[src/hw/rtl/odtt_ram.sv]
// ----------------------------------------------------------------------------
// Order tick table RAM
// Simple dual-port synchronous RAM, one write and one registered read port.
// ----------------------------------------------------------------------------
module odtt_ram #(
    parameter int unsigned WIDTH  = 8,
    parameter int unsigned DEPTH  = 16,
    parameter int unsigned ADDR_W = $clog2(DEPTH)
) (
    input  logic              clk,
    input  logic              we,
    input  logic [ADDR_W-1:0] waddr,
    input  logic [WIDTH-1:0]  wdata,
    input  logic              re,
    input  logic [ADDR_W-1:0] raddr,
    output logic [WIDTH-1:0]  rdata
);

    logic [WIDTH-1:0] mem [DEPTH];

    always_ff @(posedge clk)
    begin
        if (we)
        begin
            mem[waddr] <= wdata;
        end
    end

    // A read at the address being written returns the old contents.
    always_ff @(posedge clk)
    begin
        if (re)
        begin
            rdata <= mem[raddr];
        end
    end

endmodule

[config.mk]
export PLATFORM = sky130hd
export DESIGN_NAME = odtt_ram
export DESIGN_NICKNAME = d
export VERILOG_FILES = /design/src/hw/rtl/odtt_ram.sv
export SDC_FILE = /design/constraint.sdc
export NUM_CORES = 1
export LEC_CHECK = 0
export ABC_AREA = 0
export BUFFER_PORTS_ARGS = -buffer_cell sky130_fd_sc_hd__buf_4
export CAP_MARGIN = 20
export CORE_MARGIN = 4
export CORE_UTILIZATION = 55
export DETAILED_ROUTE_END_ITERATION = 16
export PLACE_DENSITY = 0.7
export SLEW_MARGIN = 25
export SYNTH_ARGS = -nofsm -noshare
export SYNTH_HDL_FRONTEND = slang
export SYNTH_SLANG_ARGS = --single-unit
[constraint.sdc]
create_clock -name clk -period 3.3 [get_ports clk]
set_input_delay 0.66 -clock clk [delete_from_list [all_inputs] [get_ports clk]]
set_output_delay 0.66 -clock clk [all_outputs]
set_load 0.02 [all_outputs]
==> flow_summary.json <==
{
  "status": "completed",
  "routed_wl_um": 10090,
  "cell_internal_pwr_mw": 3.162,
  "power_frac_seq_pct": 49.5,
  "core-area_um2": 9240,
  "insertion_delay_ns": 0.51,
  "grt_pass1_wl_um": 15390,
  "grt_max_degree": 33,
  "ys_async_sr_fraction_pct": 0,
  "htree_num_levels": 4,
  "finalSetupViolations": 0,
  "drtPass1Iterations": 4,
  "max_slew.worst_pin.slew_ns": 0.9440,
  "die_y_um": 105.5,
  "ff2ff_setup_slack_ns": 1.76,
  "vias": 2463,
  "hold_violations": 0,
  "wl_per_cell_um": 24.43,
  "p_per_area_nw_per_um2": 645.1,
  "grt_busiest_layer": "met1",
  "start_util_pct": 56.57,
  "instances_no_fill": 413,
  "ys_seq_elements": 136,
  "core.rowCount": 35,
  "criticalPathCategory": "in2reg",
  "finish.utilization_pct": 66.28,
  "yosysSeqAreaShare_pct": 78.12,
  "cts_made_buffers": 17,
  "synth_ff_type": "edfxtp_1",
  "p_comb_share_pct": 4.9,
  "yosysTopAreaCell": "edfxtp_1",
  "switching_share_pct": 19.98,
  "synth-edff-count": 136,
  "drv_slew": 0,
  "vias_per_cell": 5.964,
  "synth_area_leaders": "edfxtp_1 78%, mux4_2 7.8%, mux4_1 7.0%",
  "cpMaxStageDelayCell": "mux4_2",
  "grt_usage_pct": 19.67,
  "synth.most_common_cell": "edfxtp_1",
  "power.share.clock_pct": 45.6,
  "dp_cells": 381,
  "max-cap-violations": 0,
  "path_clk_slew_ns": 0.06,
  "synth_cell_types": 18,
  "grt_use_met2_pct": 28.10,
  "crit_chain": "buf_4, mux4_2, a22oi_1, nand2_1",
  "cts_resized": 0,
  "grt_use_met3_pct": 6.307,
  "arrival_ns": 2.19,
  "layout_setup_ws_ns": 1.366,
  "slew_headroom_pct": 36.84,
  "cts_tree": "built",
  "grt_pass1_vias": 2520,
  "max-vdd-ir-drop_mv": 0.3225,
  "area_growth_pct": 17.16,
  "worstPathRequired_ns": 3.55,
  "post_cts_buffers": 0,
  "r2r_cells": 3,
  "yosys_warnings": 0,
  "startpoint_type": "primary input",
  "fmax_ghz": 0.5169,
  "ctsLongestPathBuffers": 2,
  "die_w_um": 105.5,
  "clock_skew_ns": 0.007077,
  "fillCellCount": 598,
  "boundaryPins": 27,
  "end_kind": "flop",
  "synth_nets": 248,
  "root_buffer": "clkbuf_8",
  "cts.sinks": 136,
  "hold_class": "in2reg",
  "port_buffers": 26,
  "fin_nets": 290,
  "antenna_cells": 0,
  "tns_ns": 0,
  "synth_commonest_cells": "136 x edfxtp_1, 18 x mux4_2, 16 x a22oi_1",
  "drcViolationCount": 0,
  "crit_fanout": 32,
  "p_leak_nw": 2.042,
  "avgSynthCellArea_um2": 22.83,
  "slowest_delay_ns": 0.62,
  "synthCells": 229,
  "period_needed_ns": 1.934,
  "drive_gt1_share_pct": 28.17,
  "ctsHoldBuffers": 0,
  "switching_power_uw": 789.3,
  "min_path_cells": 1,
  "yosys.area.top_type_share_pct": 78.12,
  "layout_worst_path_cycle_share_pct": 58.62,
  "gp_congestion": 0.7401,
  "met1_usage_pct": 28.52,
  "grt_antenna_before_repair": 0,
  "netlist_area_um2": 5228,
  "place_hpwl_um": 6228,
  "grt_overflow": 0,
  "dieArea_um2": 11130,
  "post-place-ws_ns": 0.8062,
  "drt-initial-drc-count": 194,
  "rsz0062_at_grt": "no",
  "detail-route-antenna-nets": 0
}
## registers in the layout, summed over array words and instances, names as in the netlist
register	cells
rdata	8
mem	128
## power groups by stage
stage | Clock (mW) | Combinational (mW) | Sequential [mW]
5_1_grt | 1.92 | 0.206 | 1.96
3_5_place_dp | 0 | 0.194 | 1.99
2_1_floorplan | 0 | 0.0982 | 2.00
3_3_place_gp | 0 | 0.190 | 1.99
4_1_cts | 1.83 | 0.194 | 1.96
6_report | 1.80 | 0.192 | 1.96
## layout by cell type (no fill, tap or decap)
cell / Yosys / final
buf_4: 1 / 33
edfxtp_1: 136 / 136
a22oi_1: 16 / 16
clkbuf_16: 0 / 16
and2b_1: 1 / 1
mux4_2: 18 / 18
bufinv_16: 0 / 3
nand3_1: 1 / 1
and2_1: 1 / 1
or3b_2: 1 / 1
nand2b_1: 2 / 2
nor2_1: 13 / 13
nand2_1: 9 / 9
nor2b_1: 1 / 1
clkinv_1: 0 / 4
clkinv_2: 0 / 3
clkinv_4: 0 / 2
mux4_1: 14 / 14
clkbuf_8: 0 / 1
clkinvlp_4: 0 / 3
nor3_1: 4 / 4
nand3b_1: 2 / 2
## per-stage QoR
| step | power (mW) | cell area [um^2] | hold WS (ns) |
|---|---|---|---|
| after floorplan | 2.099 | 5228 | 0.7048 |
| after global placement | 2.181 | 5550 | 0.7189 |
| after detailed placement | 2.186 | 5550 | 0.7365 |
| after CTS | 3.982 | 6125 | 0.4381 |
| after global routing | 4.083 | 6125 | 0.4454 |
| final | 3.951 | 6125 | 0.4576 |
## logic make-up (layout without fill, tap and decap cells)
kind of cell,Yosys count,after routing,synth area share [%]
DFF,136,136,78.12
buffers and inverters,10,65,1.651
and+or+nand+nor,35,35,3.136
AOI/OAI and AO/OA,16,16,2.298
muxes,32,32,14.79
## final cells by class
class,instances,area (um^2),area share [%]
Timing Repair Buffer,33,247.7,4.045
Multi-Input combinational cell,83,1057,17.26
Sequential cell,136,4084,66.68
Tap cell,129,161.4,2.635
Clock inverter,15,160.2,2.615
Clock buffer,17,414.1,6.762
## worst max-delay path: cells and delay by family
| family | cells | cell delay (ns) |
|---|---|---|
| AOI/OAI and AO/OA | 1 | 0.33 |
| muxes | 1 | 0.62 |
| buffers and inverters | 1 | 0.48 |
| and+or+nand+nor | 1 | 0.08 |
## metal layers
| metal | part of all wire, % | wire length [um] | vias to the layer above |
|---|---|---|---|
| met1 | 44 | 4419 | 1259 |
| met3 | 7.2 | 723 | 15 |
| met4 | 1.9 | 187 | 0 |
| met2 | 47 | 4759 | 122 |
| met5 | 0 | 0 | - |
| li1 | - | - | 1067 |
## path summary, 6_finish.rpt
check / start / end
setup / recovery: raddr[0] / rdata[7]$_DFFE_PP_
hold / removal: re / rdata[1]$_DFFE_PP_
setup reg to reg: mem[11][7]$_DFFE_PP_ / rdata[7]$_DFFE_PP_
hold reg to reg: mem[14][5]$_DFFE_PP_ / rdata[5]$_DFFE_PP_
Note: power is estimated with default switching activity, not from simulation.
