### src/hw/rtl/odtt_pkg.sv
// ----------------------------------------------------------------------------
// Order tick table package
// Shared constants, operation codes and record types of the order tick table.
// ----------------------------------------------------------------------------
package odtt_pkg;

    // Number of table slots; a power of two, so the slot is the low id bits.
    localparam int unsigned SLOTS  = 1024;
    localparam int unsigned SLOT_W = $clog2(SLOTS);

    localparam int unsigned ID_W    = 64;
    localparam int unsigned TICKS_W = 64;
    localparam int unsigned COUNT_W = 32;

    // Operation codes carried on the input tuser.
    typedef enum logic [1:0] {
        KIND_STORE  = 2'd0,
        KIND_LOOKUP = 2'd1,
        KIND_ERASE  = 2'd2
    } kind_t;

    // One table entry as it sits in the memory.
    typedef struct packed {
        logic               valid;
        logic [ID_W-1:0]    tag;
        logic [TICKS_W-1:0] ticks;
    } entry_t;

    localparam int unsigned ENTRY_W = $bits(entry_t);

    // One result item.
    typedef struct packed {
        logic               hit;
        logic [TICKS_W-1:0] stored_ticks;
        logic [COUNT_W-1:0] collision_total;
    } result_t;

endpackage

### src/hw/rtl/odtt_out_fifo.sv
// ----------------------------------------------------------------------------
// Order tick table output buffer
// Two-entry result queue that decouples the table pipeline from the sink.
// ----------------------------------------------------------------------------
module odtt_out_fifo (
    input  logic              clk,
    input  logic              rst_n,
    input  logic              push,
    input  odtt_pkg::result_t push_data,
    input  logic              pop,
    output odtt_pkg::result_t head,
    output logic              not_empty,
    output logic [1:0]        count
);

    odtt_pkg::result_t slots_reg [2];
    logic              wr_ptr_reg;
    logic              wr_ptr_next;
    logic              rd_ptr_reg;
    logic              rd_ptr_next;
    logic [1:0]        count_reg;
    logic [1:0]        count_next;

    assign wr_ptr_next = push ? ~wr_ptr_reg : wr_ptr_reg;
    assign rd_ptr_next = pop ? ~rd_ptr_reg : rd_ptr_reg;
    assign count_next  = count_reg + {1'b0, push} - {1'b0, pop};

    always_ff @(posedge clk or negedge rst_n)
    begin
        if (!rst_n)
        begin
            wr_ptr_reg <= 1'b0;
            rd_ptr_reg <= 1'b0;
            count_reg  <= 2'd0;
        end
        else
        begin
            wr_ptr_reg <= wr_ptr_next;
            rd_ptr_reg <= rd_ptr_next;
            count_reg  <= count_next;
        end
    end

    always_ff @(posedge clk)
    begin
        if (push)
        begin
            slots_reg[wr_ptr_reg] <= push_data;
        end
    end

    assign head      = slots_reg[rd_ptr_reg];
    assign not_empty = (count_reg != 2'd0);
    assign count     = count_reg;

endmodule

### config.mk
export PLATFORM = sky130hd
export DESIGN_NAME = odtt_out_fifo
export DESIGN_NICKNAME = d
export VERILOG_FILES = /design/src/hw/rtl/odtt_pkg.sv /design/src/hw/rtl/odtt_out_fifo.sv
export SDC_FILE = /design/constraint.sdc
export NUM_CORES = 1
export LEC_CHECK = 0
export BUFFER_PORTS_ARGS = -buffer_cell sky130_fd_sc_hd__buf_2
export CAP_MARGIN = 20
export CORE_UTILIZATION = 54
export CTS_BUF_LIST = sky130_fd_sc_hd__clkbuf_4 sky130_fd_sc_hd__clkbuf_8
export CTS_CLUSTER_DIAMETER = 40
export DETAILED_ROUTE_END_ITERATION = 10
export HOLD_SLACK_MARGIN = 0.15
export PLACE_DENSITY = 0.82
export SLEW_MARGIN = 5
export SYNTH_ARGS = -nofsm -noshare
export SYNTH_HDL_FRONTEND = slang
export SYNTH_SLANG_ARGS = --single-unit
### constraint.sdc
create_clock -name clk -period 5.85 [get_ports clk]
set_input_delay 1.17 -clock clk [delete_from_list [all_inputs] [get_ports clk]]
set_output_delay 1.17 -clock clk [all_outputs]
set_load 0.05 [all_outputs]
==> metrics.yaml <==
crit_slowest_cell: "dfrtp_4"
reg2reg_depth: 2
worst_setup_path_start_kind: "flop"
synthToLayoutAreaGrowth_pct: 21.9
hpwl_um: 8130
syn_area_per_cell_um2: 23.0
r2r-start: "wr_ptr_reg"
worst_slew_pin_slew_ps: 1060
power_density_mw_per_mm2: 558
cts_setup_buffers: 0
layout.nets: 631
core_area_mm2: 0.0132
maxSlewViolCount: 0
row_count: 42
postCtsResizedCells: 0
ir_drop_mv: 0.443
via_per_inst: 5.03
async_reset_ff_share_pct: 2.02
worst_setup_path_end_kind: "primary output"
synth_top_area_share_pct: 80.2
synth_most_common_cell: "edfxtp_1"
setup_ws_ps: 2010
wl_per_cell_um: 16.9
p_leak_uw: 0.00340
hold_viol: 0
grt_usage_pct: 18.0
synth-edff-count: 194
grt_pass1_wl_um: 18700
die_area_mm2: 0.0139
holdBufCountCts: 0
min_path_type: "in2async"
setup_viol: 0
yosysSeqAreaShare_pct: 81.6
insertion_delay_ps: 440
fmax_mhz: 261
io_pins: 201
rsz0062_at_grt: "no"
die_x_um: 118
grt_overflow: 0
synth_area_leader_cell: "edfxtp_1"
syn-num-nets: 419
postRouteAntennaNets: 0
ys_top_cells_by_area: "edfxtp_1 (80%), mux2_2 (12%), mux2_4 (4.1%), dfrtp_1 (1.4%), buf_6 (0.62%)"
clk_pin_slew_worst_paths_ps: 90
fin_crit_ps: 3840
largest_register_ffs: 194
synth.yosys.warnings: 0
finalWeightedCongestion: 0.736
outcome: "finished clean"
cts.sinks: 198
h-tree-depth: 4
crit_chain: "buf_4, mux2_2, buf_2"
route.detailed.drc: 0
rrSetupSlack_ps: 3730
ys_types: 13
cts_tree: "done"
skew_ps: 10.2
start_util_pct: 55.1
first_pass_iters: 4
crit_required_ps: 4680
numCtsBuffers: 17
synthTopCellsByCount: "edfxtp_1 (194), mux2_2 (77), mux2_4 (20), buf_2 (7)"
grt_pass1_vias: 3797
cts_buffer_depth: 2
criticalPathCategory: "reg2out"
pre_cts_slack_ps: 2440
worst_path_largest_cell_delay_ps: 1130
antenna_cells: 0
period_share_pct: 65.6
grt_antenna_before_repair: 0
drtIter0Drc: 243
synth_ff_type: "edfxtp_1"
portBuffers: 200
synth-seq-cells: 198
fillers: 891
cts_root_buffer: "clkbuf_8"
drt-total-wl_um: 12100
max_slew_margin_pct: 29.0
synth_cells: 316
cp.arrival_ps: 2670
drive_above_1_share_pct: 62.3
r2r-end: "slots_reg[1][63]"
vias: 3608
fin_tns_setup_ps: 0
syn_area_mm2: 0.00727
drv_cap: 0
fp.dieH_um: 118
critPathMaxFanout: 74
grt_start_max_net_pins: 75
==> power breakdown <==
part / internal [µW] / leakage (µW) / switching (µW)
Combinational: 596 / 0.00134 / 1430
Clock: 389 / 0.000196 / 465
Sequential: 1880 / 0.00187 / 175
==> routing by layer <==
layer  track usage [%]  share of wire [%]  vias up
li1                  -                  -     1676
met1              20.6                 40     1766
met2              31.4                 51      146
met3              5.81                7.0       20
met4              6.81                1.7        0
met5                 0                  0        -
==> cell families (layout without fill, tap and decap cells) <==
group / after synthesis / count (layout) / synth area share [%]
flops: 198 / 198 / 81.6
xor+xnor: 3 / 3 / 0.568
mux: 97 / 97 / 16.1
buf+inv: 13 / 238 / 1.21
fa+ha+maj: 2 / 2 / 0.344
simple gates: 3 / 3 / 0.258
==> worst max path at each step <==
stage	endpoint	slack (ps)	start	depth (start not counted)
finish	head[34]	2010	rd_ptr_reg	3
global route	head[33]	1840	rd_ptr_reg	3
CTS	head[29]	1920	rd_ptr_reg	3
detailed placement	head[34]	2440	rd_ptr_reg	3
global placement	head[28]	2490	rd_ptr_reg	3
floorplan	slots_reg[0][0]	1710	push	1
==> layout make-up <==
class	count	area (µm²)	area share [%]
Clock buffer	17	234	2.64
Clock inverter	15	170	1.92
Inverter	2	7.51	0.0848
Multi-Input combinational cell	105	1260	14.3
Sequential cell	198	5930	67.0
Tap cell	176	220	2.49
Timing Repair Buffer	204	1030	11.6
==> cells in the final DEF, fill, tap and decap left out, types with 2 or more instances in the layout <==
cell type / Yosys / routed
clkinv_2: 0 / 2
buf_4: 0 / 4
clkinv_4: 0 / 3
buf_2: 7 / 200
mux2_2: 77 / 77
clkinvlp_4: 0 / 3
inv_1: 2 / 2
inv_6: 0 / 4
ha_1: 2 / 2
dfrtp_1: 4 / 3
xor2_1: 2 / 2
mux2_4: 20 / 20
edfxtp_1: 194 / 194
bufinv_16: 0 / 2
clkbuf_8: 0 / 17
==> stage by stage <==
stage / hold WS (ps) / total power, µW / std cells / instance area [µm²] / utilization [%]
floorplan: 473 / 3740 / 316 / 7270 / -
global placement: 531 / 4090 / 685 / 8450 / 64.1
detailed placement: 555 / 4140 / 685 / 8450 / 64.1
CTS: 477 / 4990 / 717 / 8850 / 67.1
global route: 487 / 5120 / 717 / 8850 / 67.1
finish: 508 / 4940 / 717 / 8850 / 67.1
==> worst max-delay path: cells and delay by family, from the launching register on <==
family | cells | cell delay [ps]
flip-flops | 1 | 1130
buffers and inverters | 2 | 700
multiplexers | 1 | 380
Note: power is estimated with default switching activity, not from simulation.
