<file path="config.mk">
export PLATFORM = sky130hd
export DESIGN_NAME = odtt_update
export DESIGN_NICKNAME = d
export VERILOG_FILES = /design/src/hw/rtl/odtt_pkg.sv /design/src/hw/rtl/odtt_update.sv
export SDC_FILE = /design/constraint.sdc
export NUM_CORES = 1
export LEC_CHECK = 0
export ABC_AREA = 1
export BUFFER_PORTS_ARGS = -buffer_cell sky130_fd_sc_hd__buf_2
export CELL_PAD_IN_SITES_DETAIL_PLACEMENT = 1
export CELL_PAD_IN_SITES_GLOBAL_PLACEMENT = 1
export CORE_AREA = 5 5 207 209
export DETAILED_ROUTE_END_ITERATION = 7
export DIE_AREA = 0 0 212 214
export GPL_TIMING_DRIVEN = 1
export PLACE_DENSITY = 0.62
export SYNTH_ARGS = -nofsm -noshare
export SYNTH_HDL_FRONTEND = slang
export SYNTH_SLANG_ARGS = --single-unit
export TNS_END_PERCENT = 20
</file>
<file path="constraint.sdc">
create_clock -name vclk -period 1.6
set_clock_uncertainty 0.05 [all_clocks]
set_input_delay 0.16 -clock vclk [all_inputs]
set_output_delay 0.16 -clock vclk [all_outputs]
set_load 0.02 [all_outputs]
</file>
<file path="src/hw/rtl/odtt_pkg.sv">
// ----------------------------------------------------------------------------
// Order tick table package
// Shared constants, operation codes and record types of the order tick table.
// ----------------------------------------------------------------------------
package odtt_pkg;

    // Number of table slots; a power of two, so the slot is the low id bits.
    localparam int unsigned SLOTS  = 1024;
    localparam int unsigned SLOT_W = $clog2(SLOTS);

    localparam int unsigned ID_W    = 64;
    localparam int unsigned TICKS_W = 64;
    localparam int unsigned COUNT_W = 32;

    // Operation codes carried on the input tuser.
    typedef enum logic [1:0] {
        KIND_STORE  = 2'd0,
        KIND_LOOKUP = 2'd1,
        KIND_ERASE  = 2'd2
    } kind_t;

    // One table entry as it sits in the memory.
    typedef struct packed {
        logic               valid;
        logic [ID_W-1:0]    tag;
        logic [TICKS_W-1:0] ticks;
    } entry_t;

    localparam int unsigned ENTRY_W = $bits(entry_t);

    // One result item.
    typedef struct packed {
        logic               hit;
        logic [TICKS_W-1:0] stored_ticks;
        logic [COUNT_W-1:0] collision_total;
    } result_t;

endpackage

</file>
<file path="src/hw/rtl/odtt_update.sv">
// ----------------------------------------------------------------------------
// Order tick table update
// Works out the new entry, the result and the next collision count of one
// operation from the entry read out of the table.
// ----------------------------------------------------------------------------
module odtt_update (
    input  logic [1:0]                   kind,
    input  logic [odtt_pkg::ID_W-1:0]    order_id,
    input  logic [odtt_pkg::TICKS_W-1:0] tick_value,
    input  odtt_pkg::entry_t             entry_rd,
    input  logic [odtt_pkg::COUNT_W-1:0] count_cur,
    output odtt_pkg::entry_t             entry_wr,
    output odtt_pkg::result_t            result,
    output logic [odtt_pkg::COUNT_W-1:0] count_new
);

    logic match;
    logic evict;

    assign match = entry_rd.valid && (entry_rd.tag == order_id);
    assign evict = entry_rd.valid && (entry_rd.tag != order_id);

    always_comb
    begin
        entry_wr               = entry_rd;
        count_new              = count_cur;
        result.hit             = 1'b0;
        result.stored_ticks    = '0;
        unique case (odtt_pkg::kind_t'(kind))
            odtt_pkg::KIND_STORE:
            begin
                if (evict && (count_cur != {odtt_pkg::COUNT_W{1'b1}}))
                begin
                    count_new = count_cur + 1'b1;
                end
                entry_wr.valid = 1'b1;
                entry_wr.tag   = order_id;
                entry_wr.ticks = tick_value;
            end
            odtt_pkg::KIND_LOOKUP:
            begin
                if (match)
                begin
                    result.hit          = 1'b1;
                    result.stored_ticks = entry_rd.ticks;
                end
            end
            odtt_pkg::KIND_ERASE:
            begin
                if (match)
                begin
                    entry_wr.valid = 1'b0;
                end
            end
            default:
            begin
                // The unused code leaves the table alone.
                entry_wr = entry_rd;
            end
        endcase
        result.collision_total = count_new;
    end

endmodule

</file>
==> results list <==
- Most used cell, CP: sky130_fd_sc_hd__nor2_4
- The synthesized design spends more area on one cell type than any other, namely sky130_fd_sc_hd__nand2_1.
- For the worst setup path, the data required time is between 1 and 1.5 ns.
- The flow ran to the end, but the final reports show violations.
- Post-DR vias/cell: slightly below 4
- At the end of routability-driven placement, the weighted congestion stood at approximately 0.95.
- Number of antenna violations at the first check in global routing: 5
- The analysis attributes to cell leakage a power of ~0.006 uW.
- Number of non-filler instances in the completed layout: 2188
- 1st-pass router iterations: 4
- Summing every instance area after synthesis gives 0.004529 mm^2.
* Number of buffers inserted for hold repair after clock tree synthesis: 0
- The number of buffers and inverters on the critical path is 5.
- The critical path goes through buf_8 > xor2_4 > nor2_4 > nand2_4 > nor2_4 > nand2_2 > nor2_4 > buf_6 > nand3_4 > buf_12 > buf_16 > nor2_1 > buf_4.
* Final-report hold violation count: 0
- The worst setup path is launched from an input pin.
* Worst-case headroom to the max-slew limit: 0.6683
- Final sequential cell count: 0
- In this run the vertical extent of the chip is roughly 210 um.
* Vias in the first global route: 8993
- Summing over every cut layer, the via total after detailed routing is between 8000 and 9000.
* Fin. max-slew vios: 0
- From synthesis to final layout, the design area changed by 128.5%.
- Fraction of post-synthesis cell area in the top cell type by area: 0.3448
* Total Die Area: 0.04537 mm^2
- Timing-limited maximum frequency: roughly 490 MHz
* Mean instance size in the synthesized netlist: approximately 4.3 um^2
* Crit path depth: 13
- Entering global routing, the biggest net connects between 60 and 70 pins.
* Library cell contributing the largest single delay on the critical path: sky130_fd_sc_hd__xor2_4
- The library cell used most frequently in the layout, excluding fill and tap cells, is sky130_fd_sc_hd__buf_2.
- By startpoint and endpoint, the worst setup path is classified as input pin to primary output.
- Drt drc: 0
- For the pin with the worst max-slew slack, the measured transition is 0.4924 ns.
* Setup repair after global routing missed its margin: true
* Width of the chip: between 200 and 250 um
- Across the whole layout, storage elements account for 0 um^2.
- First-pass GRT wire length: between 50000 and 60000 um
- Dividing total power by cell area gives a power density of 252.5 mW/mm^2.
* Violated checks: setup timing
- STA classifies the critical path endpoint as a primary output.
- Slowest cell delay on critical path: around 0.18 ns
- The first routing iteration left between 200 and 250 violations.
* Setup crit end: result[90]
- The detail route stage leaves a number of antenna-violating nets equal to 0.
* Synth warn: 0
- The multi-input combinational cells in the finished layout cover a total of a little over 0.004 mm^2.
* Main area contributors after synthesis: sky130_fd_sc_hd__nand2_1, sky130_fd_sc_hd__inv_1, sky130_fd_sc_hd__o21ai_0, sky130_fd_sc_hd__nor2_1, sky130_fd_sc_hd__buf_4
- Hold is met by between 0.5 and 0.6 ns.
- Across the run, the number of max-cap violations was 0.
- Once routing completed, OpenROAD measured the worst setup slack at -0.4526 ns.
* Period Utilization, post-route: 1.283
* Top library cells by usage in the layout, fill and taps aside: sky130_fd_sc_hd__buf_2, sky130_fd_sc_hd__nand2_1, sky130_fd_sc_hd__inv_1
* Number of fillers in the final layout: 5352
- Total track usage: 0.1363
- During placement, the flow inserted port buffers numbering about 550.
* Synth unique cells: 28
* Final Critical Period: about 2 ns
* Class of the most critical hold timing path: input pin to primary output
* Final Routed Wirelength: ~36000 um
- After detailed placement, the design holds a cell count of 2171.
- Among cell families on the critical path, the largest total delay comes from simple AND/OR/NAND/NOR gates.
- The total overflow left after global routing is 0.
* Standard cell core area: approximately 0.041 mm^2
- CLK BUF: 0
- Initial Util: 0.1114
- Critical Path Source: order_id[31]
- DP HPWL: between 30000 and 40000 um
* Final-report setup violation count: around 130
- Top Ports: roughly 550
* VDD IR-drop max: slightly above 0.1 mV
- The number of nets handed over by synthesis was between 1000 and 1500.
* Cell area after layout: around 0.010 mm^2
- Summing all placed instances gives a cell area of 0.008636 mm^2.
* Rows: 74
- Along the worst path, the maximum fanout reaches 16.
- In the final routed layout, each cell accounts on average for about 16 um.
- In the final layout, the share of cells above drive strength 1 is 0.5336.
- Worst path arrival time: between 1.5 and 2 ns
* # nets final: slightly below 2000
- Cell count after synthesis: around 1000
- Of the synthesized area, sequential elements account for 0.
- Total power for the finished layout comes to 2613 uW.
==> kinds of logic (layout without fill, tap and decap cells) <==
group,after synthesis,count (layout),synth area share
other,0,3,0
buffers and inverters,284,890,0.2749
adders and majority gates,1,1,0.002762
and+or+nand+nor,623,623,0.5564
AOI/OAI and AO/OA,124,124,0.1370
xor gates and xnor gates,15,15,0.02901
==> where the power goes <==
group / leakage, uW / switching [uW] / internal [uW]
Sequential: 0 / 0 / 0
Clock: 0.0000000190 / 0 / 0.000252
Combinational: 0.00601 / 1560 / 1050
==> worst min-delay path, cell delays in order <==
cell and delay, ns:
sky130_fd_sc_hd__buf_2 0.09, sky130_fd_sc_hd__inv_1 0.07, sky130_fd_sc_hd__nor2_2 0.05, sky130_fd_sc_hd__buf_6 0.12
==> routing by layer <==
| layer | wire (um) | GRT usage | vias up |
|---|---|---|---|
| met5 | 0 | 0 | - |
| met4 | 680 | 0.01675 | 0 |
| met3 | 2350 | 0.02560 | 28 |
| met2 | 18820 | 0.2615 | 310 |
| met1 | 14170 | 0.1598 | 3991 |
| li1 | - | - | 4288 |
==> layout make-up <==
| cell class | count | area share |
|---|---|---|
| timing repair buffer | 675 | 0.4529 |
| inverter | 213 | 0.07992 |
| timing repair inverter | 2 | 0.001693 |
| antenna | 3 | 0.0007254 |
| multi-input combinational | 763 | 0.4004 |
| tap | 532 | 0.06432 |
==> synth_stat cells, types with 2 or more instances <==
cell / number
sky130_fd_sc_hd__buf_1: 2
sky130_fd_sc_hd__buf_2: 4
sky130_fd_sc_hd__buf_4: 33
sky130_fd_sc_hd__buf_6: 6
sky130_fd_sc_hd__clkbuf_1: 26
sky130_fd_sc_hd__inv_1: 209
sky130_fd_sc_hd__inv_2: 2
sky130_fd_sc_hd__inv_4: 2
sky130_fd_sc_hd__nand2_1: 416
sky130_fd_sc_hd__nand2_2: 4
sky130_fd_sc_hd__nand3_1: 16
sky130_fd_sc_hd__nand3b_1: 10
sky130_fd_sc_hd__nand4_1: 15
sky130_fd_sc_hd__nor2_1: 144
sky130_fd_sc_hd__nor2_2: 3
sky130_fd_sc_hd__nor2_4: 2
sky130_fd_sc_hd__nor3_1: 7
sky130_fd_sc_hd__o21ai_0: 123
sky130_fd_sc_hd__xor2_1: 14
==> per-stage QoR <==
| stage | worst slack [ns] | util | TNS, ns |
|---|---|---|---|
| 2_1_floorplan | -0.1577 | - | -3.031 |
| 5_1_grt | -0.5512 | 0.2545 | -68.32 |
| 6_report | -0.4526 | 0.2546 | -50.30 |
| 4_1_cts | -0.5578 | 0.2241 | -65.31 |
| 3_3_place_gp | -0.8832 | 0.2125 | -104.32 |
| 3_5_place_dp | -0.8590 | 0.2125 | -101.06 |
==> how the worst min path moves through the flow <==
stage	cells past startpoint	to	startpoint	slack, ns
4_1_cts	4	entry_wr[15]	tick_value[15]	0.61
3_3_place_gp	4	entry_wr[11]	tick_value[11]	0.59
2_1_floorplan	1	count_new[18]	count_cur[18]	0.34
3_5_place_dp	4	entry_wr[11]	tick_value[11]	0.60
5_1_grt	4	result[32]	entry_rd[0]	0.62
6_report	4	result[32]	entry_rd[0]	0.60
==> what timing repair did <==
| item | CTS | global route |
|---|---|---|
| gates resized for setup | 169 | 297 |
| pin swaps | 20 | 59 |
| cloned | 0 | 8 |
| buffers inserted | 0 | 11 |
| endpoints found under the setup margin | 161 | 187 |
Note: power is estimated with default switching activity, not from simulation.
